`src/hw/rtl/prime_trial_division_test_unit_defines.svh`:
```
// assertion macros shared by the prime trial division rtl
`ifndef PRIME_TRIAL_DIVISION_TEST_UNIT_DEFINES_SVH
`define PRIME_TRIAL_DIVISION_TEST_UNIT_DEFINES_SVH

// same-cycle implication, checked on every rising edge outside reset
`define PTD_ASSERT_IMP(label, clk, rst_n, ante, cons, msg) \
	label: assert property (@(posedge clk) disable iff (!rst_n) (ante) |-> (cons)) \
		else $error(msg);

// next-cycle implication, checked on every rising edge outside reset
`define PTD_ASSERT_NXT(label, clk, rst_n, ante, cons, msg) \
	label: assert property (@(posedge clk) disable iff (!rst_n) (ante) |=> (cons)) \
		else $error(msg);

`endif

```
`src/hw/rtl/ptd_pkg.sv`:
```
// shared constants and types of the prime trial division unit
package ptd_pkg;

	// default width of the tested value
	localparam int unsigned VALUE_BITS_DEF = 31;

	// status of the serial divider as seen by the sequencer
	typedef struct packed {
		logic busy;
		logic done;
	} ptd_div_stat_t;

endpackage

```
`src/hw/rtl/prime_trial_division_test_unit.sv`:
```
// Primality test by trial division over divisors 3, 5, 7, 11, 13, ... (6k-1 and 6k+1).
// One request in gives one result out: prime_or_zero echoes the value if it is prime,
// zero otherwise, and is_prime carries the flag on m_tuser. Values below 2, the value 3
// and even values are settled in the classify state; other values go through a
// bit-serial divider, starting with the divisor 3, that also gives the quotient used for
// the stop test (divisor > value / divisor). One item is worked on at a time; a finished
// result waits in the output register while the next request is taken.
`include "prime_trial_division_test_unit_defines.svh"

module prime_trial_division_test_unit #(
	parameter int unsigned VALUE_BITS = ptd_pkg::VALUE_BITS_DEF
) (
	input  logic                                clk,
	input  logic                                arst_n,
	input  logic                                s_tvalid,
	output logic                                s_tready,
	input  logic [((VALUE_BITS+7)/8)*8-1:0]     s_tdata,  // candidate, zero pad
	output logic                                m_tvalid,
	input  logic                                m_tready,
	output logic [((VALUE_BITS+7)/8)*8-1:0]     m_tdata,  // prime_or_zero, zero pad
	output logic                                m_tuser   // is_prime
);
	import ptd_pkg::*;

	localparam int unsigned DataW = ((VALUE_BITS + 7) / 8) * 8;

	typedef enum logic [3:0] {
		S_IDLE  = 4'b0001,
		S_CLASS = 4'b0010,
		S_DIV   = 4'b0100,
		S_DONE  = 4'b1000
	} state_t;

	state_t                state_q, state_d;
	logic [VALUE_BITS-1:0] n_q;
	logic [VALUE_BITS-1:0] d_q, d_d;
	logic                  step_q, step_d;
	logic                  prime_q, prime_d;
	logic                  div_start;
	logic                  load_out;
	logic                  m_tvalid_q;
	logic [VALUE_BITS-1:0] res_q;
	logic                  res_prime_q;
	logic [VALUE_BITS-1:0] quot;
	logic [VALUE_BITS-1:0] rem;
	ptd_div_stat_t         div_stat;

	assign s_tready = (state_q == S_IDLE);

	// sequencer: classify, then walk the divisor sequence
	always_comb begin
		state_d   = state_q;
		d_d       = d_q;
		step_d    = step_q;
		prime_d   = prime_q;
		div_start = 1'b0;
		load_out  = 1'b0;
		unique case (state_q)
			S_IDLE: begin
				if (s_tvalid) begin
					state_d = S_CLASS;
				end
			end
			S_CLASS: begin
				if (n_q < VALUE_BITS'(2)) begin
					prime_d = 1'b0;
					state_d = S_DONE;
				end else if (n_q == VALUE_BITS'(2) || n_q == VALUE_BITS'(3)) begin
					prime_d = 1'b1;
					state_d = S_DONE;
				end else if (!n_q[0]) begin
					prime_d = 1'b0;
					state_d = S_DONE;
				end else begin
					d_d       = VALUE_BITS'(3);
					div_start = 1'b1;
					state_d   = S_DIV;
				end
			end
			S_DIV: begin
				if (div_stat.done) begin
					if (d_q == VALUE_BITS'(3)) begin
						// multiple of three check, then start the wheel at five
						if (rem == '0) begin
							prime_d = 1'b0;
							state_d = S_DONE;
						end else begin
							d_d       = VALUE_BITS'(5);
							step_d    = 1'b0;
							div_start = 1'b1;
						end
					end else if (quot < d_q) begin
						prime_d = 1'b1;
						state_d = S_DONE;
					end else if (rem == '0) begin
						prime_d = 1'b0;
						state_d = S_DONE;
					end else begin
						// steps alternate between 2 and 4
						d_d       = d_q + (step_q ? VALUE_BITS'(4) : VALUE_BITS'(2));
						step_d    = ~step_q;
						div_start = 1'b1;
					end
				end
			end
			S_DONE: begin
				if (!m_tvalid_q || m_tready) begin
					load_out = 1'b1;
					state_d  = S_IDLE;
				end
			end
			default: begin
				state_d = S_IDLE;
			end
		endcase
	end

	// control registers
	always_ff @(posedge clk or negedge arst_n) begin
		if (!arst_n) begin
			state_q    <= S_IDLE;
			m_tvalid_q <= 1'b0;
		end else begin
			state_q <= state_d;
			if (load_out) begin
				m_tvalid_q <= 1'b1;
			end else if (m_tready) begin
				m_tvalid_q <= 1'b0;
			end
		end
	end

	// payload registers
	always_ff @(posedge clk) begin
		if (s_tvalid && s_tready) begin
			n_q <= s_tdata[VALUE_BITS-1:0];
		end
		d_q     <= d_d;
		step_q  <= step_d;
		prime_q <= prime_d;
		if (load_out) begin
			res_q       <= prime_q ? n_q : '0;
			res_prime_q <= prime_q;
		end
	end

	// shared serial divider
	ptd_div #(
		.VALUE_BITS(VALUE_BITS)
	) u_div (
		.clk      (clk),
		.arst_n   (arst_n),
		.start    (div_start),
		.dividend (n_q),
		.divisor  (d_d),
		.quot     (quot),
		.rem      (rem),
		.stat     (div_stat)
	);

	assign m_tvalid = m_tvalid_q;
	assign m_tdata  = DataW'(res_q);
	assign m_tuser  = res_prime_q;

	// checks
	`PTD_ASSERT_IMP(a_done_in_div, clk, arst_n, div_stat.done, state_q == S_DIV, "divider done outside trial state")
	`PTD_ASSERT_IMP(a_zero_if_composite, clk, arst_n, m_tvalid_q && !res_prime_q, res_q == '0, "nonzero value for a composite")
	`PTD_ASSERT_IMP(a_prime_odd_or_two, clk, arst_n, m_tvalid_q && res_prime_q, res_q[0] || res_q == VALUE_BITS'(2), "even value flagged prime")

endmodule

```
`src/hw/rtl/ptd_div.sv`:
```
// bit-serial restoring divider, one quotient bit per cycle
`include "prime_trial_division_test_unit_defines.svh"

module ptd_div #(
	parameter int unsigned VALUE_BITS = ptd_pkg::VALUE_BITS_DEF
) (
	input  logic                    clk,
	input  logic                    arst_n,
	input  logic                    start,
	input  logic [VALUE_BITS-1:0]   dividend,
	input  logic [VALUE_BITS-1:0]   divisor,
	output logic [VALUE_BITS-1:0]   quot,
	output logic [VALUE_BITS-1:0]   rem,
	output ptd_pkg::ptd_div_stat_t  stat
);
	import ptd_pkg::*;

	localparam int unsigned CntW = (VALUE_BITS > 1) ? $clog2(VALUE_BITS) : 1;
	localparam logic [CntW-1:0] CntLast = CntW'(VALUE_BITS - 1);

	logic                  busy_q;
	logic                  done_q;
	logic [CntW-1:0]       cnt_q;
	logic [VALUE_BITS-1:0] dvd_q;
	logic [VALUE_BITS-1:0] dvs_q;
	logic [VALUE_BITS-1:0] rem_q;
	logic [VALUE_BITS:0]   trial;
	logic [VALUE_BITS:0]   diff;

	// shift the next dividend bit into the partial remainder and try the subtract
	assign trial = {rem_q, dvd_q[VALUE_BITS-1]};
	assign diff  = trial - {1'b0, dvs_q};

	// control: step counter and done pulse
	always_ff @(posedge clk or negedge arst_n) begin
		if (!arst_n) begin
			busy_q <= 1'b0;
			done_q <= 1'b0;
			cnt_q  <= '0;
		end else begin
			done_q <= 1'b0;
			if (start) begin
				busy_q <= 1'b1;
				cnt_q  <= '0;
			end else if (busy_q) begin
				cnt_q <= cnt_q + CntW'(1);
				if (cnt_q == CntLast) begin
					busy_q <= 1'b0;
					done_q <= 1'b1;
				end
			end
		end
	end

	// datapath: dividend register turns into the quotient as bits shift out
	always_ff @(posedge clk) begin
		if (start) begin
			dvd_q <= dividend;
			dvs_q <= divisor;
			rem_q <= '0;
		end else if (busy_q) begin
			if (!diff[VALUE_BITS]) begin
				rem_q <= diff[VALUE_BITS-1:0];
				dvd_q <= {dvd_q[VALUE_BITS-2:0], 1'b1};
			end else begin
				rem_q <= trial[VALUE_BITS-1:0];
				dvd_q <= {dvd_q[VALUE_BITS-2:0], 1'b0};
			end
		end
	end

	assign quot      = dvd_q;
	assign rem       = rem_q;
	assign stat.busy = busy_q;
	assign stat.done = done_q;

	// checks
	`PTD_ASSERT_IMP(a_no_restart, clk, arst_n, start, !busy_q, "divider started while busy")
	`PTD_ASSERT_NXT(a_done_after_last, clk, arst_n, busy_q && !start && cnt_q == CntLast, done_q, "no done after last step")
	`PTD_ASSERT_IMP(a_done_idle, clk, arst_n, done_q, !busy_q, "done while still busy")

endmodule

```
`config.mk`:
```
export PLATFORM = sky130hd
export DESIGN_NAME = prime_trial_division_test_unit
export DESIGN_NICKNAME = d
export VERILOG_FILES = /design/src/hw/rtl/ptd_pkg.sv /design/src/hw/rtl/prime_trial_division_test_unit.sv /design/src/hw/rtl/ptd_div.sv
export VERILOG_INCLUDE_DIRS = /design/src /design/src/hw/rtl
export SDC_FILE = /design/constraint.sdc
export NUM_CORES = 1
export LEC_CHECK = 0
export BUFFER_PORTS_ARGS = -buffer_cell sky130_fd_sc_hd__buf_2
export CAP_MARGIN = 20
export CORE_UTILIZATION = 60
export DETAILED_ROUTE_END_ITERATION = 10
export PLACE_DENSITY = 0.87
export SLEW_MARGIN = 20
export SYNTH_ARGS = -nofsm -noshare
export SYNTH_HDL_FRONTEND = slang
export SYNTH_SLANG_ARGS = --single-unit
```
`constraint.sdc`:
```
create_clock -name clk -period 5.6 [get_ports clk]
set_input_delay 0.28 -clock clk [delete_from_list [all_inputs] [get_ports clk]]
set_output_delay 0.28 -clock clk [all_outputs]
set_load 0.1 [all_outputs]
```
# Yosys cells after proc, flatten, opt, wreduce, memory -nomap -nowiden
# Index checks and enable logic that the tools add are counted.
[totals]
inputBits = 36
output_inout_bits = 35
regBits = 201
[classes]
eq_ne = 13
n_mux = 56
reduce_logical = 11
order_cmp = 2
bitwise = 2
add_sub_neg = 3
[op_table]
columns = ["cell", "count"]
rows = [
  ["31-bit 2-to-1 mux", 11],
  ["31-bit by 2-bit equality test with 1-bit output, second input constant", 3],
  ["31-bit one-hot mux with 2 select lines", 1],
  ["4-bit 2-to-1 mux", 9],
  ["32-bit by 31-bit subtractor with 32-bit output", 1],
  ["31-bit by 3-bit adder with 31-bit output", 1],
  ["31-bit zero test", 1],
  ["31-bit by 2-bit less-than comparator with 1-bit output, second input constant", 1],
  ["31-bit less-than comparator", 1],
  ["1-bit 2-to-1 mux", 29],
  ["4-bit one-hot mux with 4 select lines", 1],
  ["5-bit 2-to-1 mux", 2],
  ["2-bit != test, second input constant", 3],
  ["3-bit AND reduction", 2],
  ["2-bit nonzero test", 3],
  ["5-bit by 1-bit adder with 5-bit output, second input constant", 1],
  ["5-bit equality test, second input constant", 1],
  ["4-bit by 1-bit equality test with 1-bit output, second input constant", 1],
  ["4-bit by 2-bit equality test with 1-bit output, second input constant", 1],
  ["4-bit by 3-bit equality test with 1-bit output, second input constant", 1],
  ["4-bit equality test, second input constant", 1],
  ["4-bit != test, second input constant", 1],
  ["1-bit one-hot mux with 2 select lines", 2],
  ["4-bit AND reduction", 1],
  ["other kinds (6)", 8],
]

# Logic depth before layout (Yosys ltp)
[logic_depth]
ltp_word = 7
ltp_mapped = 14

# Cells and area by module
# A second synthesis with hierarchy kept.
[unflattened]
cells_unflattened = 1051
area_unflattened_um2 = 10976.8
[modules_own_cells]
columns = ["mod", "instances", "area_per_inst_um2", "cells_each", "seq_area_each_um2"]
rows = [
  ["ptd_div", 1, 5695.5, 534, 2657.5],
  ["prime_trial_division_test_unit", 1, 5281.3, 517, 2698.8],
]

# Worst setup path after synthesis
# Ideal clock, no wire load.
[synth_path]
path_kind = "reg-to-reg"
startpoint = "register state_q[0]"
endpoint = "register n_q[0], enable pin"
required_time_ns = 5.209
stages_incl_launch_ff = 3
n_path_buf = 0
path_slack_ns = 0.421
t_arrival_ns = 4.788
path_cell_list = "dfstp_2 -> nor4b_1 -> and2_1"
[synth_between]
elab_chain_cells = 2
[synth_lines]
columns = ["element", "line", "rtl"]
rows = [
  ["start, declared", "prime_trial_division_test_unit.sv:34", "state_t state_q, state_d;"],
  ["start signal, assigned", "prime_trial_division_test_unit.sv:124", "state_q <= state_d;"],
  ["4-bit by 1-bit equality test with 1-bit output", "prime_trial_division_test_unit.sv:48", "assign s_tready = (state_q == S_IDLE);"],
  ["net s_tready", "prime_trial_division_test_unit.sv:16", "output logic s_tready,"],
  ["1-bit logical AND", "prime_trial_division_test_unit.sv:135", "if (s_tvalid && s_tready) begin"],
  ["end signal, assigned", "prime_trial_division_test_unit.sv:136", "n_q <= s_tdata[VALUE_BITS-1:0];"],
  ["end, declared", "prime_trial_division_test_unit.sv:35", "logic [VALUE_BITS-1:0] n_q;"],
]
# The timed path passes the listed nets, and every way through them passes these cells.
# A chain may end at the register's enable or synchronous reset.

# Final worst setup path
[layout_path]
startpoint = "register d_q[25]"
endpoint = "register u_div.dvd_q[26], in the netlist u_div.quot[26], enable pin"
[layout_between]
elab_chain_cells = 6
word_cells_on_any_way = 7
classes_between = "1 x order compare; 1 x eq/ne; 4 x mux; 1 x reduce/logical"
[layout_lines]
columns = ["element", "line", "rtl"]
rows = [
  ["start, declared", "prime_trial_division_test_unit.sv:36", "logic [VALUE_BITS-1:0] d_q, d_d;"],
  ["start signal, assigned", "prime_trial_division_test_unit.sv:138", "d_q <= d_d;"],
  ["31-bit less-than comparator", "prime_trial_division_test_unit.sv:92", "end else if (quot < d_q) begin"],
  ["1-bit 2-to-1 mux", "prime_trial_division_test_unit.sv:92", ""],
  ["1-bit 2-to-1 mux *", "prime_trial_division_test_unit.sv:82", "if (d_q == VALUE_BITS'(3)) begin"],
  ["1-bit 2-to-1 mux *", "prime_trial_division_test_unit.sv:81", "if (div_stat.done) begin"],
  ["1-bit one-hot mux with 2 select lines *", "prime_trial_division_test_unit.sv:58", "unique case (state_q)"],
  ["2-bit nonzero test (no line) *", "-", ""],
  ["end signal, assigned", "ptd_div.sv:58", "dvd_q <= dividend;"],
  ["end signal, assigned", "ptd_div.sv:64", "dvd_q <= {dvd_q[VALUE_BITS-2:0], 1'b1};"],
  ["end signal, assigned", "ptd_div.sv:67", "dvd_q <= {dvd_q[VALUE_BITS-2:0], 1'b0};"],
  ["end, declared", "ptd_div.sv:24", "logic [VALUE_BITS-1:0] dvd_q;"],
]
# Mark *: on every way between the ends. The rest lies on a longest branch, timed or not.

==> impl_metrics.yaml <==
cts:
  cts_buffer_depth: 3
  clk_latency_ns: 0.54
  tritoncts: "built"
  cts_made_buffers: 22
  clock-sinks: 201
  h-tree-depth: 1
  cts_resized: 0
  clk_pin_slew_ns: 0.06
  cts-root-buf: "clkbuf_16"
synthesis:
  netlist.area_leader.share_pct: 35.4
  yosys.area_share.adder_pct: 7.92
  synth_top_area_cell: "edfxtp_1"
  synth_compound_area_share_pct: 15.2
  yosys_warnings: 0
  yosysSeqAreaShare_pct: 49.7
  synth_flop_cell: "edfxtp_1"
  synth-seq-cells: 201
  async_flop_share_pct: 5.97
  synth.area.mux_share_pct: 5.56
  synthDistinctLibCells: 76
  synth_edf_count: 127
  syn_area_um2: 10800
  syn_nets: 1128
  synth_top_family_by_area: "compound AO/OA/AOI/OAI gates"
  syn_inst: 1025
  synth_top_cells_by_area: "edfxtp_1, dfxtp_1, ha_1, mux2_2, a21oi_1"
  synth_xor_area_share_pct: 2.69
  avgSynthCellArea_um2: 10.5
  yosys.area_share.simple_pct: 14.5
routing:
  avgViaCountPerCell: 6.18
  dr.pass1.iters: 6
  drc: 0
  routed_wl_um: 26000
  drt_iter0_markers: 867
  vias: 8404
  antenna_left: 0
  wl_per_cell_um: 19.1
cells_and_area:
  layout_common_cells: "edfxtp_1, inv_1, a21oi_1, buf_2, nor2_1"
  fillers: 1105
  nets: 1221
  drive_above_1_share_pct: 15.0
  multiInputGateArea_um2: 4970
  syn_to_final_growth_pct: 14.8
  final_common_cell: "edfxtp_1"
  regArea_um2: 5360
  antenna_cells: 0
  finalCoreUtilization_pct: 71.0
sta:
  fin_crit_ns: 4.22
  fin_worst_skew_ns: 0.0326
  post-route-period-util_pct: 75.3
  max_freq_mhz: 237
  hold_violations: 0
  slew_viol_final: 0
  fin_setup_tns_ns: 0
  setup_viol: 0
  rsz0062_at_grt: "no"
  relSlewSlack_pct: 37.2
  tightest_slew_ns: 0.942
  fin_hold_ws_ns: 0.0188
placed_design:
  gp_congestion: 0.921
  numPortBuffers: 68
  dp_hpwl_um: 16400
setup_path:
  cp.arrival_ns: 4.40
  worst_path_most_repeated_cell: "inv_1"
  worstPathMaxFanout: 63
  path_class: "reg2reg"
  rrSetupSlack_ns: 1.38
  startpoint_type: "register"
  cp.required_ns: 5.79
  slowest_stage: "a21o_4"
  cp-end-kind: "register"
  crit_chain: "inv_1, ha_1, nand4_1, nor4_1, a22oi_1, o211ai_1, a31oi_1, a21oi_1, a21o_4, nor2_1, inv_1, buf_4"
  worst_path_largest_cell_delay_ns: 0.67
global_route:
  antenna_found_initial: 0
  grt_max_degree: 65
  grt_pass1_vias: 8126
  overflow: 0
  grt_first_pass_wirelength_um: 41800
  grt.total_usage_pct: 28.7
floorplan:
  num_rows: 48
  io_pins: 71
  die_h_um: 136
  initial_core_util_pct: 61.9
  core_area_um2: 17400
  die-width_um: 136
  dieArea_um2: 18500
power_and_ir_drop:
  power_mw: 6.82
  power_density_nw_per_um2: 552
  max-vdd-ir-drop_mv: 0.369
  total_leakage_power_nw: 4.72
status:
  status: "finished, final reports clean"
hold_path:
  worstHoldPathType: "in2reg"
job:
  cap_violations: 0
## sequential cells by signal, indices dropped and copies added (netlist names)
name	cells
d_q	31
res_q	31
prime_q	1
step_q	1
u_div.dvs_q	31
n_q	31
u_div.busy_q	1
u_div.quot	31
u_div.done_q	1
state_q	4
m_tuser	1
u_div.cnt_q	5
u_div.rem	31
m_tvalid	1
## metrics by stage
step / std cells / setup WS, ns / instance area (um2)
2_1_floorplan: 1025 / 0.421 / 10800
3_3_place_gp: 1286 / 1.67 / 11300
3_5_place_dp: 1286 / 1.61 / 11300
4_1_cts: 1359 / 1.56 / 12400
5_1_grt: 1359 / 1.19 / 12400
6_report: 1359 / 1.38 / 12400
## synth_stat cells, types with 19 or more instances
| cell type | number |
|---|---|
| a211oi_1 | 24 |
| a21oi_1 | 68 |
| a31oi_1 | 19 |
| and2_1 | 37 |
| clkbuf_1 | 31 |
| dfxtp_1 | 62 |
| edfxtp_1 | 127 |
| ha_1 | 65 |
| inv_1 | 75 |
| mux2_2 | 31 |
| mux2i_1 | 22 |
| nand2_1 | 64 |
| nand3_1 | 19 |
| nand4_1 | 21 |
| nor2_1 | 67 |
| nor4_1 | 22 |
| o21ai_0 | 64 |
## power by group
part	leakage, nW	internal (mW)	switching, mW
logic	2.47	1.29	1.66
registers	1.89	2.05	0.348
clock network	0.357	0.872	0.606
## worst max-delay path: cells and delay by family (launching register included)
family          cells  cell delay [ns]
simple gates        3             0.80
fa+ha+maj           1             0.32
buf+inv             3             0.63
flops               1             0.43
compound gates      5             1.60
## worst paths after layout
check,start,endpoint,depth (start not counted)
max,d_q[25]$_DFF_P_,u_div.quot[26]$_DFFE_PP_,12
min,m_tready,m_tvalid$_DFFE_PN0P_,3
max reg2reg,d_q[25]$_DFF_P_,u_div.quot[26]$_DFFE_PP_,12
min reg2reg,m_tvalid$_DFFE_PN0P_,m_tvalid$_DFFE_PN0P_,2
max in group asynchronous,arst_n,state_q[0]$_DFFE_PN1P_,2
min in group asynchronous,arst_n,state_q[2]$_DFFE_PN0P_,2
## metal layers
metal,routed length (um),global-route usage (%),vias to the layer above
met1,10600,36.6,3918
met2,12700,49.2,434
li1,-,-,3966
met5,0,0,-
met3,1750,4.29,86
met4,915,10.7,0
## cell type report
cell class,instances,share of cell area [%]
Clock buffer,28,4.63
Clock inverter,12,1.34
Inverter,75,2.28
Multi-Input combinational cell,707,40.1
Sequential cell,201,43.3
Tap cell,225,2.28
Timing Repair Buffer,111,6.03
## what timing repair did
action	CTS	global route
hold buffers	33	0
hold endpoints to repair	44	0
buffers inserted	0	0
## logic make-up after synthesis
family | count (synthesis)
and+or+nand+nor | 298
buffers and inverters | 117
DFF | 201
adders and majority gates | 67
other | 1
AOI/OAI and AO/OA | 255
xor gates and xnor gates | 31
muxes | 55
Power figures use the tool's default switching activity.
